<file path="src/hdl/acss_pkg.sv">
`timescale 1ns / 1ps
`default_nettype none
// ----------------------------------------------------------------------------
// ADC channel scan sequencer package
// Shared sizes, codes and record types of the scan sequencer.
// ----------------------------------------------------------------------------
package acss_pkg;

    localparam int NUM_CHANNELS  = 16;
    localparam int DATA_DEPTH    = 32;
    localparam int DMA_BLOCK_MAX = 32;

    // Channel index width, and a scan pointer that can also hold NUM_CHANNELS.
    localparam int CH_W  = (NUM_CHANNELS > 1) ? $clog2(NUM_CHANNELS) : 1;
    localparam int PTR_W = CH_W + 1;

    localparam logic [7:0] BUSY_LIMIT_RESET = 8'd3;

    typedef enum logic [2:0] {
        MD_TRIGGER    = 3'd0,
        MD_CONV_DONE  = 3'd1,
        MD_ERROR      = 3'd2,
        MD_REGISTER   = 3'd3,
        MD_UNREGISTER = 3'd4,
        MD_PRIO_START = 3'd5,
        MD_PRIO_END   = 3'd6,
        MD_QUERY      = 3'd7
    } t_mode;

    typedef enum logic [1:0] {
        CS_IDLE = 2'd0,
        CS_BUSY = 2'd1,
        CS_DONE = 2'd2
    } t_chan_st;

    typedef enum logic [1:0] {
        CY_IDLE    = 2'd0,
        CY_WORK    = 2'd1,
        CY_SUSPEND = 2'd2
    } t_cycle;

    typedef enum logic [1:0] {
        ST_OK        = 2'd0,
        ST_BAD_PARAM = 2'd1,
        ST_PRIO_BUSY = 2'd2
    } t_rsp_status;

    typedef struct packed {
        logic       registered;
        logic [7:0] samples;
        t_chan_st   status;
        logic [7:0] stuck;
    } t_entry;

    localparam t_entry ENTRY_RESET = '{
        registered: 1'b0,
        samples:    8'd0,
        status:     CS_IDLE,
        stuck:      8'd0
    };

    // One access to the channel table: read and write share the address.
    typedef struct packed {
        logic            we;
        logic [CH_W-1:0] addr;
        t_entry          wdata;
    } t_tab_req;

    typedef struct packed {
        t_rsp_status status;
        logic        go_valid;
        logic [4:0]  go_channel;
        logic [7:0]  go_count;
        logic        stop;
        logic        pgo;
        logic        data_ready;
        t_cycle      cycle_mode;
        logic        prio_active;
    } t_rsp;

endpackage
`default_nettype wire

</file>
<file path="src/hdl/acss_alu.sv">
`timescale 1ns / 1ps
`default_nettype none
// ----------------------------------------------------------------------------
// Shared increment and compare unit
// Adds an optional one to an 8-bit operand and compares the sum against a
// second operand. Serves the stuck counter bump and the query length check.
// ----------------------------------------------------------------------------
module acss_alu (
    input  wire logic [7:0] i_a,
    input  wire logic [7:0] i_b,
    input  wire logic       i_add_one,
    output logic      [7:0] o_sum,
    output logic            o_ge
);
    import acss_pkg::*;

    assign o_sum = i_a + {7'd0, i_add_one};
    assign o_ge  = (o_sum >= i_b);

endmodule
`default_nettype wire

</file>
<file path="src/hdl/acss_chan_tab.sv">
`timescale 1ns / 1ps
`default_nettype none
// ----------------------------------------------------------------------------
// Channel table
// Per-channel registration, sample count, state and stuck counter, with one
// shared address for a combinational read and a clocked write.
// ----------------------------------------------------------------------------
module acss_chan_tab (
    input  wire logic              i_clk,
    input  wire logic              i_rst_n,
    input  wire acss_pkg::t_tab_req i_req,
    output acss_pkg::t_entry       o_rdata
);
    import acss_pkg::*;

    t_entry r_tab [NUM_CHANNELS];

    always_ff @(posedge i_clk) begin
        if (!i_rst_n) begin
            for (int i = 0; i < NUM_CHANNELS; i++) begin
                r_tab[i] <= ENTRY_RESET;
            end
        end else if (i_req.we) begin
            r_tab[i_req.addr] <= i_req.wdata;
        end
    end

    assign o_rdata = r_tab[i_req.addr];

endmodule
`default_nettype wire

</file>
<file path="src/hdl/acss_seq.sv">
`timescale 1ns / 1ps
`default_nettype none
// ----------------------------------------------------------------------------
// Scan sequencer control
// Decodes one request, updates the cycle state and walks the channel table
// one entry per cycle when a scan is needed, then hands over the result.
// ----------------------------------------------------------------------------
module acss_seq (
    input  wire logic              i_clk,
    input  wire logic              i_rst_n,
    input  wire logic              i_req_valid,
    output logic                   o_req_ready,
    input  wire logic [2:0]        i_mode,
    input  wire logic [7:0]        i_channel,
    input  wire logic [7:0]        i_count,
    input  wire logic [7:0]        i_busy_limit,
    output acss_pkg::t_tab_req     o_tab,
    input  wire acss_pkg::t_entry  i_tab_rdata,
    output acss_pkg::t_rsp         o_rsp,
    output logic                   o_rsp_load,
    input  wire logic              i_rsp_free
);
    import acss_pkg::*;

    typedef enum logic [3:0] {
        S_IDLE = 4'b0001,
        S_EXEC = 4'b0010,
        S_SCAN = 4'b0100,
        S_RESP = 4'b1000
    } t_state;

    t_state            r_state,      n_state;
    t_mode             r_mode,       n_mode;
    logic [7:0]        r_ch,         n_ch;
    logic [7:0]        r_cnt,        n_cnt;
    logic [PTR_W-1:0]  r_ptr,        n_ptr;
    logic [CH_W-1:0]   r_scan_pos,   n_scan_pos;
    t_cycle            r_cycle_now,  n_cycle_now;
    t_cycle            r_cycle_bef,  n_cycle_bef;
    logic              r_prio_busy,  n_prio_busy;
    t_rsp_status       r_status,     n_status;
    logic              r_go_valid,   n_go_valid;
    logic [4:0]        r_go_ch,      n_go_ch;
    logic [7:0]        r_go_cnt,     n_go_cnt;
    logic              r_stop,       n_stop;
    logic              r_pgo,        n_pgo;
    logic              r_ready,      n_ready;

    logic [7:0]        alu_a;
    logic [7:0]        alu_b;
    logic              alu_add_one;
    logic [7:0]        alu_sum;
    logic              alu_ge;
    logic              ch_ok;
    logic              cnt_ok;
    logic [PTR_W-1:0]  pos_next;
    logic [7:0]        clip_cnt;

    acss_alu u_alu (
        .i_a       (alu_a),
        .i_b       (alu_b),
        .i_add_one (alu_add_one),
        .o_sum     (alu_sum),
        .o_ge      (alu_ge)
    );

    assign ch_ok    = (r_ch < 8'(NUM_CHANNELS));
    assign cnt_ok   = (r_cnt <= 8'(DATA_DEPTH));
    assign pos_next = {1'b0, r_scan_pos} + PTR_W'(1);
    assign clip_cnt = (i_tab_rdata.samples > 8'(DMA_BLOCK_MAX)) ? 8'(DMA_BLOCK_MAX)
                                                                : i_tab_rdata.samples;

    always_comb begin
        n_state     = r_state;
        n_mode      = r_mode;
        n_ch        = r_ch;
        n_cnt       = r_cnt;
        n_ptr       = r_ptr;
        n_scan_pos  = r_scan_pos;
        n_cycle_now = r_cycle_now;
        n_cycle_bef = r_cycle_bef;
        n_prio_busy = r_prio_busy;
        n_status    = r_status;
        n_go_valid  = r_go_valid;
        n_go_ch     = r_go_ch;
        n_go_cnt    = r_go_cnt;
        n_stop      = r_stop;
        n_pgo       = r_pgo;
        n_ready     = r_ready;

        o_req_ready = 1'b0;
        o_rsp_load  = 1'b0;

        o_tab.we    = 1'b0;
        o_tab.wdata = i_tab_rdata;
        if (r_state == S_SCAN) begin
            o_tab.addr = r_ptr[CH_W-1:0];
        end else if (r_mode == MD_CONV_DONE) begin
            o_tab.addr = r_scan_pos;
        end else begin
            o_tab.addr = r_ch[CH_W-1:0];
        end

        // The shared unit bumps the stuck counter while scanning and checks
        // the requested length of a query otherwise.
        if (r_state == S_SCAN) begin
            alu_a       = i_tab_rdata.stuck;
            alu_b       = i_busy_limit;
            alu_add_one = 1'b1;
        end else begin
            alu_a       = i_tab_rdata.samples;
            alu_b       = r_cnt;
            alu_add_one = 1'b0;
        end

        unique case (r_state)
            S_IDLE: begin
                o_req_ready = 1'b1;
                if (i_req_valid) begin
                    n_mode     = t_mode'(i_mode);
                    n_ch       = i_channel;
                    n_cnt      = i_count;
                    n_status   = ST_OK;
                    n_go_valid = 1'b0;
                    n_go_ch    = 5'd0;
                    n_go_cnt   = 8'd0;
                    n_stop     = 1'b0;
                    n_pgo      = 1'b0;
                    n_ready    = 1'b0;
                    n_state    = S_EXEC;
                end
            end
            S_EXEC: begin
                n_state = S_RESP;
                unique case (r_mode)
                    MD_TRIGGER: begin
                        if (r_cycle_now == CY_IDLE && !r_prio_busy) begin
                            n_ptr   = {1'b0, r_scan_pos};
                            n_state = S_SCAN;
                        end
                    end
                    MD_CONV_DONE: begin
                        if (r_cycle_now == CY_WORK) begin
                            o_tab.we           = 1'b1;
                            o_tab.wdata.status = CS_DONE;
                            if (pos_next < PTR_W'(NUM_CHANNELS)) begin
                                n_scan_pos = pos_next[CH_W-1:0];
                                n_ptr      = pos_next;
                                n_state    = S_SCAN;
                            end else begin
                                n_scan_pos  = '0;
                                n_cycle_now = CY_IDLE;
                            end
                        end
                    end
                    MD_ERROR: begin
                        n_stop      = (r_cycle_now != CY_IDLE);
                        n_cycle_now = CY_IDLE;
                        n_prio_busy = 1'b0;
                    end
                    MD_REGISTER: begin
                        if (!ch_ok || !cnt_ok) begin
                            n_status = ST_BAD_PARAM;
                        end else begin
                            o_tab.we                = 1'b1;
                            o_tab.wdata.registered  = 1'b1;
                            o_tab.wdata.samples     = r_cnt;
                            o_tab.wdata.status      = CS_IDLE;
                        end
                    end
                    MD_UNREGISTER: begin
                        if (!ch_ok) begin
                            n_status = ST_BAD_PARAM;
                        end else begin
                            o_tab.we                = 1'b1;
                            o_tab.wdata.registered  = 1'b0;
                            o_tab.wdata.samples     = 8'd0;
                            o_tab.wdata.status      = CS_IDLE;
                        end
                    end
                    MD_PRIO_START: begin
                        if (!ch_ok || !cnt_ok) begin
                            n_status = ST_BAD_PARAM;
                        end else if (r_prio_busy) begin
                            n_status = ST_PRIO_BUSY;
                        end else begin
                            n_stop      = (r_cycle_now == CY_WORK);
                            n_cycle_bef = r_cycle_now;
                            n_cycle_now = CY_SUSPEND;
                            n_prio_busy = 1'b1;
                            n_pgo       = 1'b1;
                        end
                    end
                    MD_PRIO_END: begin
                        if (r_prio_busy) begin
                            n_prio_busy = 1'b0;
                            if (r_cycle_bef == CY_WORK) begin
                                n_cycle_now = CY_WORK;
                                n_ptr       = {1'b0, r_scan_pos};
                                n_state     = S_SCAN;
                            end else begin
                                n_cycle_now = CY_IDLE;
                            end
                        end
                    end
                    MD_QUERY: begin
                        if (!ch_ok || !alu_ge) begin
                            n_status = ST_BAD_PARAM;
                        end else begin
                            n_ready = (i_tab_rdata.status == CS_DONE);
                        end
                    end
                    default: begin
                        n_state = S_RESP;
                    end
                endcase
            end
            S_SCAN: begin
                priority if (r_ptr >= PTR_W'(NUM_CHANNELS)) begin
                    // Walked off the end without finding a free channel.
                    n_scan_pos  = '0;
                    n_cycle_now = CY_IDLE;
                    n_state     = S_RESP;
                end else if (!i_tab_rdata.registered) begin
                    n_ptr = r_ptr + PTR_W'(1);
                end else if (i_tab_rdata.status != CS_BUSY) begin
                    o_tab.we           = 1'b1;
                    o_tab.wdata.status = CS_BUSY;
                    n_go_valid         = 1'b1;
                    n_go_ch            = 5'(r_ptr);
                    n_go_cnt           = clip_cnt;
                    n_cycle_now        = CY_WORK;
                    n_scan_pos         = r_ptr[CH_W-1:0];
                    n_state            = S_RESP;
                end else begin
                    // A busy channel passed over: release it once it has been
                    // passed often enough.
                    o_tab.we          = 1'b1;
                    o_tab.wdata.stuck = alu_ge ? 8'd0 : alu_sum;
                    if (alu_ge) begin
                        o_tab.wdata.status = CS_IDLE;
                    end
                    n_ptr = r_ptr + PTR_W'(1);
                end
            end
            S_RESP: begin
                if (i_rsp_free) begin
                    o_rsp_load = 1'b1;
                    n_state    = S_IDLE;
                end
            end
            default: begin
                n_state = S_IDLE;
            end
        endcase
    end

    always_comb begin
        o_rsp.status      = r_status;
        o_rsp.go_valid    = r_go_valid;
        o_rsp.go_channel  = r_go_ch;
        o_rsp.go_count    = r_go_cnt;
        o_rsp.stop        = r_stop;
        o_rsp.pgo         = r_pgo;
        o_rsp.data_ready  = r_ready;
        o_rsp.cycle_mode  = r_cycle_now;
        o_rsp.prio_active = r_prio_busy;
    end

    always_ff @(posedge i_clk) begin
        if (!i_rst_n) begin
            r_state     <= S_IDLE;
            r_scan_pos  <= '0;
            r_cycle_now <= CY_IDLE;
            r_cycle_bef <= CY_IDLE;
            r_prio_busy <= 1'b0;
        end else begin
            r_state     <= n_state;
            r_scan_pos  <= n_scan_pos;
            r_cycle_now <= n_cycle_now;
            r_cycle_bef <= n_cycle_bef;
            r_prio_busy <= n_prio_busy;
        end
    end

    always_ff @(posedge i_clk) begin
        r_mode     <= n_mode;
        r_ch       <= n_ch;
        r_cnt      <= n_cnt;
        r_ptr      <= n_ptr;
        r_status   <= n_status;
        r_go_valid <= n_go_valid;
        r_go_ch    <= n_go_ch;
        r_go_cnt   <= n_go_cnt;
        r_stop     <= n_stop;
        r_pgo      <= n_pgo;
        r_ready    <= n_ready;
    end

`ifndef SYNTHESIS
    // The cycle is suspended exactly while a priority request holds the ADC.
    a_prio_suspend : assert property (@(posedge i_clk) disable iff (!i_rst_n)
        (r_cycle_now == CY_SUSPEND) == r_prio_busy)
        else $error("cycle suspend and priority flag disagree");

    // A start handed out always leaves the cycle working.
    a_start_work : assert property (@(posedge i_clk) disable iff (!i_rst_n)
        (o_rsp_load && r_go_valid) |-> (r_cycle_now == CY_WORK))
        else $error("start issued while the cycle is not working");

    // The scan pointer never runs past the end marker.
    a_ptr_range : assert property (@(posedge i_clk) disable iff (!i_rst_n)
        (r_state == S_SCAN) |-> (r_ptr <= PTR_W'(NUM_CHANNELS)))
        else $error("scan pointer out of range");

    // A scan step that issues a start ends the walk on the next cycle.
    a_scan_ends : assert property (@(posedge i_clk) disable iff (!i_rst_n)
        (r_state == S_SCAN && n_go_valid) |=> (r_state == S_RESP))
        else $error("scan continued after a start");
`endif

endmodule
`default_nettype wire

</file>
<file path="src/hdl/adc_channel_scan_sequencer_unit.sv">
`timescale 1ns / 1ps
`default_nettype none
// ----------------------------------------------------------------------------
// ADC channel scan sequencer
// Shares one ADC between registered channels and priority requests.
// ----------------------------------------------------------------------------
// The block takes one request at a time and returns exactly one result for
// each. A request that does not scan (register, unregister, error, priority
// start, query, and triggers or completions that are ignored) passes from
// acceptance through the execute state and the response state to a loaded
// result. A request that scans walks the channel table through its single
// shared port, one channel per cycle, from the current scan position upward,
// between the execute state and the response state, and stops at the first
// free channel that it starts or when the walk runs off the end of the table.
// The result sits in an output register; the next request can be accepted
// while it waits to be taken. A result that finds that register still full
// waits inside the sequencer, which holds off the next request until the
// register is free. busy_limit may be written whenever no request is in
// flight.
// ----------------------------------------------------------------------------
module adc_channel_scan_sequencer_unit (
    input  wire logic       i_clk,
    input  wire logic       i_rst_n,
    input  wire logic       i_req_valid,
    output logic            o_req_ready,
    input  wire logic [2:0] i_mode,
    input  wire logic [7:0] i_channel,
    input  wire logic [7:0] i_count,
    output logic            o_rsp_valid,
    input  wire logic       i_rsp_ready,
    output logic      [1:0] o_status,
    output logic            o_start_valid,
    output logic      [4:0] o_start_channel,
    output logic      [7:0] o_start_count,
    output logic            o_stop_request,
    output logic            o_prio_go,
    output logic            o_data_ready,
    output logic      [1:0] o_cycle_mode,
    output logic            o_prio_active,
    input  wire logic       i_cfg_we,
    input  wire logic [7:0] i_cfg_wdata
);
    import acss_pkg::*;

    logic [7:0] r_busy_limit;
    t_rsp       r_out;
    logic       r_out_valid;
    t_tab_req   tab_req;
    t_entry     tab_rdata;
    t_rsp       seq_rsp;
    logic       rsp_load;
    logic       rsp_free;

    assign rsp_free = !r_out_valid || i_rsp_ready;

    acss_chan_tab u_tab (
        .i_clk   (i_clk),
        .i_rst_n (i_rst_n),
        .i_req   (tab_req),
        .o_rdata (tab_rdata)
    );

    acss_seq u_seq (
        .i_clk        (i_clk),
        .i_rst_n      (i_rst_n),
        .i_req_valid  (i_req_valid),
        .o_req_ready  (o_req_ready),
        .i_mode       (i_mode),
        .i_channel    (i_channel),
        .i_count      (i_count),
        .i_busy_limit (r_busy_limit),
        .o_tab        (tab_req),
        .i_tab_rdata  (tab_rdata),
        .o_rsp        (seq_rsp),
        .o_rsp_load   (rsp_load),
        .i_rsp_free   (rsp_free)
    );

    always_ff @(posedge i_clk) begin
        if (!i_rst_n) begin
            r_busy_limit <= BUSY_LIMIT_RESET;
            r_out_valid  <= 1'b0;
        end else begin
            if (i_cfg_we) begin
                r_busy_limit <= i_cfg_wdata;
            end
            if (rsp_load) begin
                r_out_valid <= 1'b1;
            end else if (i_rsp_ready) begin
                r_out_valid <= 1'b0;
            end
        end
    end

    always_ff @(posedge i_clk) begin
        if (rsp_load) begin
            r_out <= seq_rsp;
        end
    end

    assign o_rsp_valid     = r_out_valid;
    assign o_status        = r_out.status;
    assign o_start_valid   = r_out.go_valid;
    assign o_start_channel = r_out.go_channel;
    assign o_start_count   = r_out.go_count;
    assign o_stop_request  = r_out.stop;
    assign o_prio_go       = r_out.pgo;
    assign o_data_ready    = r_out.data_ready;
    assign o_cycle_mode    = r_out.cycle_mode;
    assign o_prio_active   = r_out.prio_active;

endmodule
`default_nettype wire

</file>
<file path="config.mk">
export PLATFORM = sky130hd
export DESIGN_NAME = adc_channel_scan_sequencer_unit
export DESIGN_NICKNAME = d
export VERILOG_FILES = /design/src/hdl/acss_pkg.sv /design/src/hdl/acss_alu.sv /design/src/hdl/acss_chan_tab.sv /design/src/hdl/acss_seq.sv /design/src/hdl/adc_channel_scan_sequencer_unit.sv
export SDC_FILE = /design/constraint.sdc
export NUM_CORES = 1
export LEC_CHECK = 0
export CORE_MARGIN = 8
export CORE_UTILIZATION = 40
export CTS_BUF_LIST = sky130_fd_sc_hd__clkbuf_4 sky130_fd_sc_hd__clkbuf_8
export DETAILED_ROUTE_END_ITERATION = 8
export DONT_BUFFER_PORTS = 1
export GPL_ROUTABILITY_DRIVEN = 0
export PLACE_DENSITY = 0.51
export SLEW_MARGIN = 15
export SYNTH_ARGS = -nofsm -noshare
export SYNTH_HDL_FRONTEND = slang
export SYNTH_SLANG_ARGS = --single-unit
</file>
<file path="constraint.sdc">
create_clock -name i_clk -period 14.6 [get_ports i_clk]
set_input_delay 1.46 -clock i_clk [delete_from_list [all_inputs] [get_ports i_clk]]
set_output_delay 1.46 -clock i_clk [all_outputs]
set_load 0.1 [all_outputs]
</file>
==> Yosys cells after proc, flatten, opt, wreduce, memory -nomap -nowiden <==
Memory sizes are Yosys's and may differ from the RTL's.
Index checks and enable logic that the tools add are counted.
{ "op_classes": {"add_sub_neg": 3, "n_lt_le_gt_ge": 6, "eq_ne": 47, "mux": 115, "bitwise": 2, "n_reduce_logical": 31} }
{ "op_table": {"columns": ["cell", "n"], "rows": [
  ["$mux W8", 10],
  ["$mux W4", 19],
  ["$mux W5", 12],
  ["$mux W2", 17],
  ["$mux W1", 29],
  ["$ne A3 B3 Y1 const B", 9],
  ["$mux W11", 2],
  ["$mux W10", 2],
  ["$ne A2 B2 Y1 const B", 10],
  ["$pmux W5 S2", 2],
  ["$reduce_and A5 Y1", 4],
  ["$mux W19", 1],
  ["$reduce_or A19 Y1", 1],
  ["$ne A3 B2 Y1 const B", 6],
  ["$pmux W9 S2", 1],
  ["$reduce_and A9 Y1", 2],
  ["$pmux W2 S4", 2],
  ["$pmux W4 S4", 1],
  ["$pmux W8 S2", 1],
  ["$pmux W5 S3", 1],
  ["$pmux W1 S2", 7],
  ["$eq A3 B3 Y1 const B", 4],
  ["$pmux W2 S2", 3],
  ["$pmux W4 S3", 1],
  ["38 further kinds", 57]
]} }
{ "word_totals": {"ff_bits": 87, "mem_bits_rw": 304, "memories": 1} }
{ "memory_table": {"columns": ["memory", "depth", "width", "read_ports", "rd_clocked_by_memory_dff", "write_ports", "line", "rtl"], "rows": [
  ["u_tab.r_tab", 16, 19, 1, 0, 16, "acss_chan_tab.sv:16", "t_entry r_tab [NUM_CHANNELS];"]
]} }

==> Logic depth before layout (Yosys ltp) <==
An unclocked memory read counts as a cell.
{ "logic_depth": {"depth_word": 13, "ltp_mapped": 28} }

==> Modules after synthesis <==
A second synthesis with hierarchy kept.
{ "unflattened": {"hier_cells": 1311, "hier_area_um2": 18411.4} }
{ "modules_own_cells": {"columns": ["mod", "n_inst", "cells_each", "area_per_inst_um2", "seq_area_each_um2"], "rows": [
  ["acss_chan_tab", 1, 850, 13832.0, 9128.8],
  ["acss_seq", 1, 369, 3269.4, 1551.5],
  ["adc_channel_scan_sequencer_unit", 1, 51, 994.7, 840.8],
  ["acss_alu", 1, 41, 315.3, 0.0]
]} }

==> Worst setup path after synthesis <==
No wires, ideal clock.
{ "synth_timing": {"kind": "reg-to-reg", "startpoint": "register u_seq.r_mode[2]", "endpoint": "memory u_tab.r_tab[0][0] (netlist bit) (data pin)", "setup_ns": 0.140, "t_arrival_ns": 5.684, "required_ns": 14.460, "setup_slack_ns": 8.775, "path_stages_with_launch": 26, "path_buffers": 6, "cell_sequence": "edfxtp_1 > or3b_1 > buf_4 > a221o_4 > and2_1 > buf_2 > buf_2 > buf_2 > buf_2 > a211oi_1 > a311oi_1 > a311oi_1 > a21o_1 > mux2i_1 > ha_1 > ha_1 > a21o_1 > a21o_1 > a21o_1 > a21o_1 > a21o_1 > a21o_1 > a211oi_2 > a22oi_1 > buf_2 > nor2_1"} }
{ "synth_lines": {"columns": ["item", "line", "rtl"], "rows": [
  ["from (decl)", "acss_seq.sv:33", "t_mode r_mode, n_mode;"],
  ["from (signal assigned)", "acss_seq.sv:287", "r_mode <= n_mode;"],
  ["to (decl)", "acss_chan_tab.sv:16", null]
]} }

==> results.md <==
* Status: finished clean
* Vias per inst at about 5.7
* Clk pwr share at 0.371
* Residual DRC at 0
* Leakage at just over 0.007 uW
* Fin Setup TNS at 0 ns
* Slew margin rel. at 0.226
* CP Launch Type: register
* Synth Area per Inst at approximately 12 um^2
* Critical path endpoint category: register
* Fillers at a little over 4000
* Worst path depth at 22
* Row Count at around 80
* ANT cells at 0
* Share of the synthesized area in the top cell type at 0.613
* Ys async rst share at 0
* Largest net degree at the start of global routing at 53
* WHS Path Cells at 0
* VDD IR max at roughly 0.05 mV
* Grt ovf at 0
* Initial DRC count at approximately 1300
* Initial antenna violation count at 0
* Fmax at roughly 0.14 GHz
* Maximum clock path buffer count at 3
* DR vias at 12257
* Post-synthesis sequential area ratio at 0.638
* Crit path largest cell delay at ~0.70 ns
* Die area at about 52000 um^2
* Vias in the first global route at approximately 12000
* Max Cap Viol at 0
* Int Power at around 1900 uW
* #FFs+latches synth at 391
* Area leader, netlist: edfxtp_1
* Core region area at approximately 45000 um^2
* P_sw at roughly 760 uW
* Total CTS buffers at between 60 and 70
* Crit path cell chain: or4b_2, inv_2, a221o_4, and2_4, buf_4, nand2_1, a311oi_1, a311oi_1, a21o_1, mux2i_1, ha_1, inv_1, o311ai_0, o21a_1, and2_1, ha_1, a21o_1, a21o_1, a21o_1, a211oi_2, a32oi_2, nor2_1
* Main area contributors after synthesis: edfxtp_1 61%, nor2_1 6.8%, mux2i_1 4.9%
* Logic pwr share at 0.146
* CTS clk-pin slew, worst paths at ~0.060 ns
* Final hold violation count at 0
* Post-synth top cells: 369 x edfxtp_1, 327 x nor2_1, 149 x nand2_1, 89 x mux2i_1, 67 x clkbuf_1
* Crit path max fanout at 50
* Cts hold-fix bufs at 0
* Final antenna-violating net count at 0
* Ys flop type: edfxtp_1
* Arrival @ worst endpoint at between 7 and 8 ns
* Worst setup path category: reg -> reg
* Die X at 229 um
* Sequential Power Share at 0.482
* Slew Viols, Final at 0
* Worst EP required at approximately 15 ns
* TritonCTS clock tree: yes
* Slew @ Worst Pin at between 1 and 1.5 ns
* Share of layout cells above drive strength 1 at 0.166
* DR WL/cell at between 20 and 30 um
* Cell mode on critical path: a21o_1
* YS warnings at 0
* R2R setup slack at between 7 and 8 ns
* Ratio of final minimum period to clock period at 0.499
* Initial Util at 0.402
* Die Y at ~230 um
* Most frequent cell after synthesis: edfxtp_1
* # setup viols final at 0
* Cell count after synthesis at around 1500
* Hold Slack at around 0.42 ns
* First-pass GRT wire length at roughly 81000 um
* Delay-heaviest family, CP: compound AO/OA/AOI/OAI gates
* Post-DP HPWL at about 35000 um
* Detailed Routing Iterations Pass 1 at 5
* Fin nets at between 1500 and 2000
* Total GRT Usage at 0.207
* CTS-repair resized insts at 0
* Hold Path Class: reg -> reg
* Final wirelength at between 50000 and 60000 um
* Crit-path slowest cell: or4b_2
* Reg2Reg Depth at 22
* RSZ-0062 raised after global routing: false
* Post-CTS setup buffer count at 0
* Final Skew at between 0.03 and 0.04 ns
* Port-buffer cells at 0
* Fin crit period at around 7.3 ns
* H-Tree Depth at 3
* Unique cell type count in the Yosys netlist at a little under 90
* WP buf/inv at 3
* Num ports at 56
* Power density over the cells at around 130 nW/um^2
* Clock root cell: clkbuf_8
* Skew-Pair Late Insertion Delay at a little over 0.6 ns
* Synth Cell Area at 18100 um^2
* Clk sinks at approximately 390
* Area Overhead vs Synth at 11.0%
* Post-synth EDFFs at ~370
* Net Sw Frac at 0.287
[stage by stage]
stage / worst slack (ns) / utilization / instance area, um^2 / power, uW / cells
after global routing: 6.96 / 0.446 / 20100 / 2760 / 2145
after CTS: 7.33 / 0.446 / 20100 / 2690 / 2145
after floorplan: 8.78 / - / 18100 / 1550 / 1484
after detailed placement: 7.41 / 0.417 / 18700 / 1700 / 2024
final: 7.31 / 0.446 / 20100 / 2670 / 2145
after global placement: 7.46 / 0.417 / 18700 / 1700 / 2024
[kinds of logic (layout without fill, tap and decap cells)]
group / count (synthesis) / after routing / synth area share
muxes: 132 / 132 / 0.0868
DFF: 391 / 391 / 0.638
xor gates and xnor gates: 10 / 10 / 0.00485
adders and majority gates: 12 / 12 / 0.00831
and+or+nand+nor: 599 / 599 / 0.144
buffers and inverters: 133 / 194 / 0.0331
AOI/OAI and AO/OA: 205 / 205 / 0.0850
other: 1 / 2 / 0.000208
[area by class of cell]
cell class,instances,area [um^2],area share
well taps,600,751,0.0374
multi-input cells,960,5990,0.299
inverters,19,71.3,0.00356
repair buffers,54,405,0.0202
clock buffers,93,1140,0.0570
flip-flops and latches,391,11500,0.574
clock inverters,28,173,0.00861
[final timing paths]
kind,from,to
worst max-delay path,u_seq.r_state[3],u_tab.r_tab[6][4]
worst min-delay path,u_seq.r_go_cnt[2],o_start_count[2]
worst max register to register,u_seq.r_state[3],u_tab.r_tab[6][4]
worst min register to register,u_seq.r_go_cnt[2],o_start_count[2]
[power by group through the flow]
stage	sequential, uW	combinational [uW]	clock [uW]
2_1_floorplan	1300	253	0
3_3_place_gp	1310	386	0
3_5_place_dp	1310	387	0
4_1_cts	1290	389	1010
5_1_grt	1290	414	1060
6_report	1290	391	991
[placed cells by master (no fill, tap or decap), types with 12 or more instances in the layout]
cell / n
nand2_1: 149
clkbuf_8: 71
nor2_1: 326
nand3_1: 30
mux4_2: 17
o22ai_1: 14
mux2_2: 23
nor3_1: 15
mux2i_1: 88
a21oi_1: 44
clkbuf_4: 22
dfxtp_1: 22
edfxtp_1: 369
inv_1: 18
ha_1: 12
a32oi_1: 31
buf_4: 54
clkinv_1: 12
o21ai_0: 12
a21oi_2: 20
[flip-flops by register name, summed over array words and instances, names as in the netlist, 5 cells and up]
register	cells
u_tab.r_tab	304
o_start_count	8
r_busy_limit	8
u_seq.r_ch	8
u_seq.r_cnt	8
u_seq.r_go_cnt	8
o_start_channel	5
u_seq.r_go_ch	5
u_seq.r_ptr	5
[per-layer routing]
| metal | wire length (um) | GRT usage |
|---|---|---|
| met2 | 26000 | 0.333 |
| met3 | 4210 | 0.0428 |
| met4 | 1510 | 0.0710 |
| met5 | 0 | 0 |
| met1 | 23700 | 0.275 |
(Power assumes the default switching activity.)
